## config.mk

```make
export PLATFORM = sky130hd
export DESIGN_NAME = multi_slot_timer_table
export DESIGN_NICKNAME = d
export VERILOG_FILES = /design/src/design/mstt_pkg.sv /design/src/design/multi_slot_timer_table.sv /design/src/design/mstt_cell.sv /design/src/design/mstt_div.sv
export VERILOG_INCLUDE_DIRS = /design/src /design/src/design
export SDC_FILE = /design/constraint.sdc
export NUM_CORES = 2
export LEC_CHECK = 0
export BUFFER_PORTS_ARGS = -buffer_cell sky130_fd_sc_hd__buf_4
export CORE_MARGIN = 5
export CORE_UTILIZATION = 65
export CTS_CLUSTER_DIAMETER = 80
export CTS_CLUSTER_SIZE = 40
export DETAILED_ROUTE_END_ITERATION = 16
export MAX_ROUTING_LAYER = met4
export PLACE_DENSITY = 0.82
export SLEW_MARGIN = 5
export SYNTH_ARGS = -nofsm -noshare
export SYNTH_HDL_FRONTEND = slang
export SYNTH_HIERARCHICAL = 1
export SYNTH_SLANG_ARGS = --single-unit
```

## constraint.sdc

```tcl
create_clock -name clk -period 18.72 [get_ports clk]
set_clock_uncertainty 0.15 [all_clocks]
set_input_delay 2.808 -clock clk [delete_from_list [all_inputs] [get_ports clk]]
set_output_delay 2.808 -clock clk [all_outputs]
set_load 0.01 [all_outputs]
```

## src/design/assert_macros.svh

```systemverilog
// assertion helpers for the timer table
`ifndef ASSERT_MACROS_SVH
`define ASSERT_MACROS_SVH
`define CHK_IMP(lbl, a, c, msg) \
  lbl: assert property (@(posedge clk) disable iff (!rst_n) (a) |-> (c)) else $error(msg);
`define CHK_NXT(lbl, a, c, msg) \
  lbl: assert property (@(posedge clk) disable iff (!rst_n) (a) |=> (c)) else $error(msg);
`endif

```

## src/design/mstt_pkg.sv

```systemverilog
// ----------------------------------------------------------------------------
// mstt_pkg
// types, codes and helpers shared by the timer table
// ----------------------------------------------------------------------------
package mstt_pkg;
  localparam int SLOTS = 16;
  localparam int SW = (SLOTS > 1) ? $clog2(SLOTS) : 1;
  localparam int CW = $clog2(SLOTS + 1);

  localparam logic [2:0] REQ_TICK   = 3'd0;
  localparam logic [2:0] REQ_CREATE = 3'd1;
  localparam logic [2:0] REQ_PAUSE  = 3'd2;
  localparam logic [2:0] REQ_RESUME = 3'd3;
  localparam logic [2:0] REQ_TOGGLE = 3'd4;
  localparam logic [2:0] REQ_CLEAR  = 3'd5;
  localparam logic [2:0] REQ_STATUS = 3'd6;

  localparam logic [2:0] K_TIMEOUT  = 3'd0;
  localparam logic [2:0] K_INTERVAL = 3'd1;
  localparam logic [2:0] K_SEC      = 3'd2;
  localparam logic [2:0] K_MS       = 3'd3;
  localparam logic [2:0] K_MIN      = 3'd4;

  localparam logic [2:0] ST_INVALID   = 3'd0;
  localparam logic [2:0] ST_RUNNING   = 3'd1;
  localparam logic [2:0] ST_PAUSED    = 3'd2;
  localparam logic [2:0] ST_STOPPED   = 3'd3;
  localparam logic [2:0] ST_COMPLETED = 3'd4;

  // reciprocals for the rounding divide: x/1000 = (x*RCP_SEC)>>41,
  // x/60000 = ((x>>5)*RCP_MIN)>>38, exact for every 32-bit x
  localparam logic [31:0] RCP_SEC = 32'd2199023256;
  localparam logic [31:0] RCP_MIN = 32'd146601551;

  typedef struct packed {
    logic [2:0]  req_type;
    logic [2:0]  timer_kind;
    logic [31:0] timer_id;
    logic [31:0] duration_ms;
    logic [31:0] now_ms;
    logic        match_any_kind;
  } in_item_t;

  typedef struct packed {
    logic        result_kind;
    logic        ok;
    logic [31:0] result_id;
    logic [2:0]  status_code;
    logic [2:0]  fired_kind;
    logic [31:0] remaining;
    logic        last;
  } out_item_t;

  typedef struct packed {
    logic        active;
    logic [2:0]  kind;
    logic [31:0] ident;
    logic        paused;
    logic [31:0] deadline;
    logic [31:0] period;
    logic [31:0] mark;
  } slot_t;

  // command for the cell at the head of the ring; no module in the project uses it
  typedef struct packed {
    logic        en;
    logic        load;
    slot_t       val;
  } head_ctl_t;

  typedef enum logic [1:0] {S_IDLE, S_SCAN, S_DIV, S_DONE} state_t;
endpackage

```

## src/design/multi_slot_timer_table.sv

```systemverilog
// ----------------------------------------------------------------------------
// multi_slot_timer_table
// timer slot table held in a rotating ring of slot cells
// ----------------------------------------------------------------------------
// channel | ports                      | handshake
// request | start, busy, in_item       | taken when start && !busy
// result  | out_strobe, out_item       | one cycle per result, no stall
// config  | cfg_valid, cfg_ready, cfg_data | taken when valid && ready
//
// every request rotates the ring of SLOTS cells once: one shift per slot,
// one end check and the closing reply, with busy high throughout; a new
// request is taken only once the last one is through, and each seconds or
// minutes countdown fire stalls the scan for the rounding divide.
// reset is synchronous; next id goes to one and all slots go free.
// busy stays high from acceptance until the closing reply is strobed.
module multi_slot_timer_table (
  input  logic                clk,
  input  logic                rst_n,
  input  logic                start,
  output logic                busy,
  input  mstt_pkg::in_item_t  in_item,
  output logic                out_strobe,
  output mstt_pkg::out_item_t out_item,
  input  logic                cfg_valid,
  output logic                cfg_ready,
  input  logic                cfg_data
);
  import mstt_pkg::*;

  state_t    st_r, st_nxt;
  in_item_t  req_r;
  logic      en_r;
  logic [31:0] nid_r, nid_nxt;
  logic [CW-1:0] cnt_r, cnt_nxt;
  logic      found_r, found_nxt;   // create placed, or lookup matched
  logic      ok_r, ok_nxt;
  logic [2:0] sc_r, sc_nxt;
  out_item_t ev_r, ev_nxt;         // fire event waiting on the divider
  logic      fire, need_div;       // fire event at the head this cycle

  slot_t ring [SLOTS];
  slot_t head_new;
  logic  shift;

  // ring: cell i takes from cell i+1, the last cell takes the edited head
  for (genvar g = 0; g < SLOTS; g++) begin : g_cell
    slot_t din;
    if (g == SLOTS - 1) begin : g_tail
      assign din = head_new;
    end else begin : g_mid
      assign din = ring[g+1];
    end
    mstt_cell u_cell (.clk(clk), .rst_n(rst_n), .shift(shift), .d_in(din), .q(ring[g]));
  end

  slot_t h;
  assign h = ring[0];

  // divider for countdown rounding
  logic        dv_start, dv_done, dv_min;
  logic [31:0] dv_dend;
  logic [31:0] dv_q;
  mstt_div u_div (.clk(clk), .rst_n(rst_n), .start(dv_start), .min_sel(dv_min),
                  .dividend(dv_dend), .done(dv_done), .quotient(dv_q));

  assign cfg_ready = (st_r == S_IDLE);
  assign busy = (st_r != S_IDLE);

  // per-slot evaluation at the head
  logic [31:0] el, unit, left;
  logic        due, match;
  always_comb begin
    el = req_r.now_ms - h.mark;
    case (h.kind)
      K_SEC:   unit = 32'd1000;
      K_MS:    unit = 32'd1;
      default: unit = 32'd60000;
    endcase
    left = h.deadline - req_r.now_ms;
    if (left[31]) left = '0;
    case (h.kind)
      K_TIMEOUT:  due = el >= (h.deadline - h.mark);
      K_INTERVAL: due = el >= h.period;
      default:    due = el >= unit;
    endcase
    match = h.active && (h.ident == req_r.timer_id) &&
            ((req_r.match_any_kind && req_r.req_type == REQ_STATUS) ||
             h.kind == req_r.timer_kind);
  end

  // next state and slot edits
  always_comb begin
    st_nxt = st_r; cnt_nxt = cnt_r; found_nxt = found_r; ok_nxt = ok_r;
    sc_nxt = sc_r; nid_nxt = nid_r; ev_nxt = ev_r;
    head_new = h; shift = 1'b0; fire = 1'b0; need_div = 1'b0;
    dv_start = 1'b0; dv_dend = '0; dv_min = 1'b0;
    case (st_r)
      S_IDLE: begin
        if (start) begin
          st_nxt = S_SCAN; cnt_nxt = '0; found_nxt = 1'b0; ok_nxt = 1'b0;
          sc_nxt = ST_INVALID;
        end
      end
      S_SCAN: begin
        if (cnt_r == CW'(SLOTS)) begin
          st_nxt = S_DONE;
        end else begin
          shift = 1'b1; cnt_nxt = cnt_r + 1'b1;
          if (en_r) begin
            case (req_r.req_type)
              REQ_TICK: begin
                if (h.active && !h.paused && due) begin
                  fire = 1'b1;
                  ev_nxt = '0;
                  ev_nxt.result_kind = 1'b1; ev_nxt.ok = 1'b1;
                  ev_nxt.result_id = h.ident;
                  ev_nxt.fired_kind = h.kind;
                  if (h.kind == K_TIMEOUT) begin
                    ev_nxt.fired_kind = K_TIMEOUT;
                    ev_nxt.status_code = ST_COMPLETED;
                    head_new.active = 1'b0;
                  end else begin
                    ev_nxt.status_code = ST_RUNNING;
                    head_new.mark = req_r.now_ms;
                    if (h.kind != K_INTERVAL) begin
                      if (left == '0) begin
                        ev_nxt.status_code = ST_COMPLETED;
                        head_new.active = 1'b0;
                      end
                      ev_nxt.remaining = left;
                    end
                  end
                  need_div = !((h.kind == K_TIMEOUT) || (h.kind == K_INTERVAL) ||
                               (h.kind == K_MS));
                  if (need_div) begin
                    // seconds or minutes: round up through the divider
                    dv_start = 1'b1;
                    dv_dend = left + ((h.kind == K_SEC) ? 32'd999 : 32'd59999);
                    dv_min = (h.kind != K_SEC);
                    st_nxt = S_DIV;
                  end
                end
              end
              REQ_CREATE: begin
                if (!found_r && !h.active && req_r.timer_kind <= K_MIN) begin
                  found_nxt = 1'b1; ok_nxt = 1'b1; sc_nxt = ST_RUNNING;
                  head_new.active = 1'b1; head_new.kind = req_r.timer_kind;
                  head_new.ident = nid_r; head_new.paused = 1'b0;
                  head_new.mark = req_r.now_ms;
                  head_new.deadline = req_r.now_ms + req_r.duration_ms;
                  head_new.period = req_r.duration_ms;
                  nid_nxt = (nid_r == 32'hFFFF_FFFF) ? 32'd1 : nid_r + 32'd1;
                end
              end
              REQ_PAUSE, REQ_RESUME, REQ_TOGGLE, REQ_CLEAR, REQ_STATUS: begin
                if (!found_r && match) begin
                  found_nxt = 1'b1;
                  sc_nxt = h.paused ? ST_PAUSED : ST_RUNNING;
                  case (req_r.req_type)
                    REQ_PAUSE: if (!h.paused) begin
                      head_new.paused = 1'b1; ok_nxt = 1'b1; sc_nxt = ST_PAUSED;
                    end
                    REQ_CLEAR: begin
                      head_new.active = 1'b0; ok_nxt = 1'b1; sc_nxt = ST_STOPPED;
                    end
                    REQ_STATUS: ok_nxt = 1'b1;
                    default: begin
                      if (h.paused) begin
                        head_new.paused = 1'b0; ok_nxt = 1'b1; sc_nxt = ST_RUNNING;
                        if (h.kind != K_TIMEOUT) head_new.mark = req_r.now_ms;
                      end else if (req_r.req_type == REQ_TOGGLE) begin
                        head_new.paused = 1'b1; ok_nxt = 1'b1; sc_nxt = ST_PAUSED;
                      end
                    end
                  endcase
                end
              end
              default: ;
            endcase
          end
        end
      end
      S_DIV: begin
        if (dv_done) st_nxt = S_SCAN;
      end
      S_DONE: begin
        st_nxt = S_IDLE;
      end
      default: st_nxt = S_IDLE;
    endcase
  end

  // result outputs
  always_comb begin
    out_strobe = 1'b0; out_item = '0;
    case (st_r)
      S_SCAN: begin
        if (fire && !need_div) begin
          out_strobe = 1'b1; out_item = ev_nxt;
        end
      end
      S_DIV: begin
        if (dv_done) begin
          out_strobe = 1'b1; out_item = ev_r; out_item.remaining = dv_q;
        end
      end
      S_DONE: begin
        out_strobe = 1'b1; out_item.last = 1'b1;
        if (req_r.req_type == REQ_TICK) begin
          out_item.ok = en_r;
        end else begin
          out_item.ok = ok_r; out_item.status_code = sc_r;
          // id handed out is the one before the counter, across the wrap
          if (req_r.req_type == REQ_CREATE && ok_r)
            out_item.result_id = (nid_r == 32'd1) ? 32'hFFFF_FFFF : nid_r - 32'd1;
        end
      end
      default: ;
    endcase
  end

  always_ff @(posedge clk) begin
    if (!rst_n) begin
      st_r <= S_IDLE; en_r <= 1'b1; nid_r <= 32'd1;
    end else begin
      st_r <= st_nxt; nid_r <= nid_nxt;
      if (cfg_valid && cfg_ready) en_r <= cfg_data;
    end
    cnt_r <= cnt_nxt; found_r <= found_nxt; ok_r <= ok_nxt; sc_r <= sc_nxt;
    ev_r <= ev_nxt;
    if (st_r == S_IDLE && start) req_r <= in_item;
  end

  `include "assert_macros.svh"
  `CHK_IMP(a_strobe_busy, out_strobe, busy, "result outside a request")
  `CHK_NXT(a_last_idle, out_strobe && out_item.last, !busy, "busy after last result")
  `CHK_IMP(a_cfg_idle, cfg_ready, !busy, "config taken while busy")
endmodule

```

## src/design/mstt_cell.sv

```systemverilog
// ----------------------------------------------------------------------------
// mstt_cell
// one slot register of the rotating ring
// ----------------------------------------------------------------------------
module mstt_cell (
  input  logic            clk,
  input  logic            rst_n,
  input  logic            shift,
  input  mstt_pkg::slot_t d_in,
  output mstt_pkg::slot_t q
);
  import mstt_pkg::*;
  slot_t q_r;
  always_ff @(posedge clk) begin
    if (!rst_n) begin
      q_r.active <= 1'b0;
    end else if (shift) begin
      q_r <= d_in;
    end
  end
  assign q = q_r;
endmodule

```

## src/design/mstt_div.sv

```systemverilog
// ----------------------------------------------------------------------------
// mstt_div
// divide by 1000 or 60000 through a reciprocal multiply; the operand, then the product, are registered
// ----------------------------------------------------------------------------
module mstt_div (
  input  logic        clk,
  input  logic        rst_n,
  input  logic        start,
  input  logic        min_sel,
  input  logic [31:0] dividend,
  output logic        done,
  output logic [31:0] quotient
);
  import mstt_pkg::*;
  logic [31:0] a_r, a_nxt;
  logic        sel_r, sel_nxt;
  logic [1:0]  ph_r, ph_nxt;
  logic [63:0] p_r;
  logic [31:0] m;
  always_comb begin
    a_nxt = a_r; sel_nxt = sel_r; ph_nxt = ph_r;
    if (start) begin
      // minutes: drop the factor of 32 first
      a_nxt = min_sel ? {5'd0, dividend[31:5]} : dividend;
      sel_nxt = min_sel; ph_nxt = 2'd1;
    end else if (ph_r == 2'd1) begin
      ph_nxt = 2'd2;
    end else if (ph_r == 2'd2) begin
      ph_nxt = 2'd0;
    end
  end
  assign m = sel_r ? RCP_MIN : RCP_SEC;
  always_ff @(posedge clk) begin
    if (!rst_n) begin
      ph_r <= 2'd0;
    end else begin
      ph_r <= ph_nxt;
    end
    a_r <= a_nxt; sel_r <= sel_nxt;
    p_r <= {32'd0, a_r} * {32'd0, m};
  end
  assign done = (ph_r == 2'd2);
  assign quotient = sel_r ? {6'd0, p_r[63:38]} : {9'd0, p_r[63:41]};
endmodule

```

==> results_dict.tcl <==
set metrics [dict create \
    outcome "completed" \
    crit_path_start "req_r[5]$_DFFE_PP_" \
    hold_violations 0 \
    clockBufferDepth 3 \
    start_util_pct 65.4 \
    netSwitchingFraction_pct 31.9 \
    netlist.area_leader.share_pct 61.0 \
    rows 151 \
    power.share.sequential_pct 54.9 \
    reg2reg_to "u_div/p_r[55]$_DFF_P_" \
    clk_pin_slew_ns 0.13 \
    multi_input_area_sq_mm 0.0369 \
    fin_ws_ns 7.01 \
    ant_nets 0 \
    ctsResizeCount 0 \
    grt_pass1_wl_mm 415 \
    slowest_stage "nand2_2" \
    regToRegStartpoint "u_div/sel_r$_DFFE_PP_" \
    coreArea_sq_mm 0.170 \
    cts_hold_buffers 0 \
    tns_ns 0 \
    post_cts_buffers 0 \
    fin_cells 10005 \
    reg2reg_depth 27 \
    final_cell_mix "2257 x edfxtp_1, 879 x inv_1, 593 x fa_1, 584 x ha_1, 512 x nand2_1" \
    regArea_sq_mm 0.0703 \
    dp_hpwl_mm 210 \
    syn_area_sq_mm 0.111 \
    drv_slew 0 \
    pwr-share-clk_pct 22.0 \
    synth_area_leaders "edfxtp_1 61%, fa_1 11%, ha_1 6.6%, inv_1 3.0%, dfxtp_1 2.3%" \
    ys_types 107 \
    layout.nets 8969 \
    drt_iter0_markers 7098 \
    antenna_found_initial 31 \
    drt_pass1_iterations 6 \
    cp_data_arrival_time_ns 8.76 \
    max_freq_mhz 85.4 \
    rsz0062_at_grt "false" \
    clkSinkCount 2382 \
    setup.worst_path.end_class "primary output" \
    avgRoutedWirePerCell_microns 28.3 \
    combPwrFrac_pct 23.1 \
    cts_tree "done" \
    area_delta_synth_final_pct 7.09 \
    critical_path.endpoint "out_item[8]" \
    synth_area_leader_cell "edfxtp_1" \
    io_pins 184 \
    dp.cells 9806 \
    cp_slowest_stage_delay_ns 0.97 \
    root_buffer "clkbuf_16" \
    layout_commonest_cell "edfxtp_1" \
    ys_async_sr_fraction_pct 0 \
    worst-setup-path-type "register to primary output" \
    insertion_delay_ns 0.79 \
    setup_viol 0 \
    crit_chain "ha_1, a21o_1, or3_1, o211a_1, nor2_4, o21ai_0, xnor2_1, ha_1, a211oi_1, o311ai_0, nor3_1, mux2i_1, a2111oi_0, or4bb_1, or4_1, or4_1, nand2_2, nor2_1, a22o_1, buf_4" \
    routed_wl_mm 283 \
    leakage_uw 0.0449 \
    portBuffers 182 \
    hold_path.class "register to register" \
    grt_overflow_total 0 \
    setup.worst_path.start_class "register" \
    die_x_microns 423 \
    viasPerCell 6.14 \
    crit_fanout 51 \
    vdd_drop_max_mv 0.121 \
    dieHeight_microns 423 \
    max-cap-violations 0 \
    finalCriticalPeriod_ns 11.71 \
    synth_edf_count 2257 \
    slew-limit-headroom_pct 17.8 \
    synth_top_flop_cell "edfxtp_1" \
    synthCells 7463 \
    required_ns 15.76 \
    drive_gt1_share_pct 7.94 \
    cts_buffers 94 \
    post-route-period-util_pct 62.6 \
    fin_area_sq_mm 0.119 \
    dpl-instance-area_sq_mm 0.115 \
    cts_max_level 3 \
    r2r_slack_ns 9.25 \
    grt_pass1_vias 62770 \
    drc_errors 0 \
    globalRouteTotalUtil_pct 32.7 \
    ys_ff_latch 2382 \
    p_switching_uw 4130 \
    fin_hold_ws_ns 0.229 \
    preCtsSetupSlack_ns 7.88 \
    gp_congestion 0.998 \
    yosysWarnings 6 \
    yosysSeqAreaShare_pct 63.3 \
    die_area_sq_mm 0.179 \
    p_int_uw 8830 \
    powerDensity_mw_per_mm2 109 \
    vias 61419 \
    worst-slew-pin-transition_ns 1.23 \
    nFillCells 10907 \
    syn_area_per_cell_sq_um 14.9 \
    grt_max_degree 70 \
]
## layer usage
metal,track usage [%],vias to the layer above,share of wire (%)
met2,51.7,3072,48
met5,-,-,0
li1,-,26861,-
met3,4.03,595,7.8
met4,12.8,0,5.0
met1,44.4,30891,39
## cell usage after synthesis (all sizes together), types with 17 or more instances
cell and n:
and3 42, a221oi 37, edfxtp 2257, nor4 28, a21o 102, mux2 88
o221ai 30, or3 24, fa 593, a21oi 276, o21a 35, nand2b 72
ha 584, nor2 300, nand4 36, a2bb2oi 26, buf 48, nor2b 53
nand3 72, xor2 132, xnor2 172, nand2 513, o21ai 271, or2 25
clkbuf 141, mux2i 54, and2 60, a31oi 26, a211oi 28, o21bai 25
inv 880, nor3 85, dfxtp 125, o211ai 17
## layout make-up
| type | count | share of cell area [%] |
|---|---|---|
| Inverter | 888 | 2.80 |
| Clock buffer | 103 | 2.04 |
| Antenna cell | 25 | 0.0526 |
| Clock inverter | 71 | 1.01 |
| Sequential cell | 2382 | 59.1 |
| Multi-Input combinational cell | 4070 | 31.1 |
| Timing Repair Buffer | 248 | 1.57 |
| Tap cell | 2218 | 2.33 |
## kinds of logic after synthesis
logic type               count (synthesis)  synth area share (%)
multiplexers                           142                  1.38
adder cells (fa/ha/maj)               1177                  17.3
other                                    2               0.00676
AND/OR/NAND/NOR                       1377                  5.94
XOR/XNOR                               304                  2.40
flip-flops                            2382                  63.3
buffers and inverters                 1077                  3.72
AO/OA/AOI/OAI                         1002                  5.98
## worst min-delay path by stage
| stage | startpoint | end | cells past startpoint |
|---|---|---|---|
| after floorplan | g_cell[1].u_cell/q[0]$_DFFE_PP_ | g_cell[0].u_cell/q[0]$_DFFE_PP_ | 0 |
| after global placement | g_cell[10].u_cell/q[69]$_DFFE_PP_ | g_cell[9].u_cell/q[69]$_DFFE_PP_ | 0 |
| after detailed placement | g_cell[1].u_cell/q[127]$_DFFE_PP_ | g_cell[0].u_cell/q[127]$_DFFE_PP_ | 0 |
| after CTS | g_cell[15].u_cell/q[67]$_DFFE_PP_ | g_cell[14].u_cell/q[67]$_DFFE_PP_ | 0 |
| after global routing | g_cell[15].u_cell/q[13]$_DFFE_PP_ | g_cell[14].u_cell/q[13]$_DFFE_PP_ | 0 |
| final | g_cell[15].u_cell/q[67]$_DFFE_PP_ | g_cell[14].u_cell/q[67]$_DFFE_PP_ | 0 |
## worst max-delay path: cells and delay by family, from the launching register on
family	cells	cell delay [ns]
adder cells (fa/ha/maj)	2	0.71
multiplexers	1	0.10
XOR/XNOR	1	0.32
AND/OR/NAND/NOR	8	3.85
buffers and inverters	1	0.14
flip-flops	1	0.46
AO/OA/AOI/OAI	7	2.36
## registers in the layout, indices dropped and copies added, names as in the netlist, 2 cells and up
name,flops
g_cell.u_cell/q,2128
req_r,103
ev_r,46
nid_r,32
u_div/a_r,32
u_div/p_r,26
cnt_r,5
sc_r,2
st_r,2
u_div/ph_r,2
## per-stage QoR
stage / power (uW) / utilization (%)
2_1_floorplan: 8970 / -
3_3_place_gp: 10000 / 67.9
3_5_place_dp: 10100 / 67.9
4_1_cts: 13000 / 70.0
5_1_grt: 13500 / 70.1
6_report: 13000 / 70.1
## power groups by stage
stage               clock, uW  sequential [uW]  combinational [uW]
floorplan                   0             7090                1890
global placement            0             7160                2890
detailed placement          0             7210                2930
CTS                      2890             7120                2960
global route             3120             7170                3220
finish                   2860             7120                2990
No activity file was read; power rests on OpenSTA's default activity.
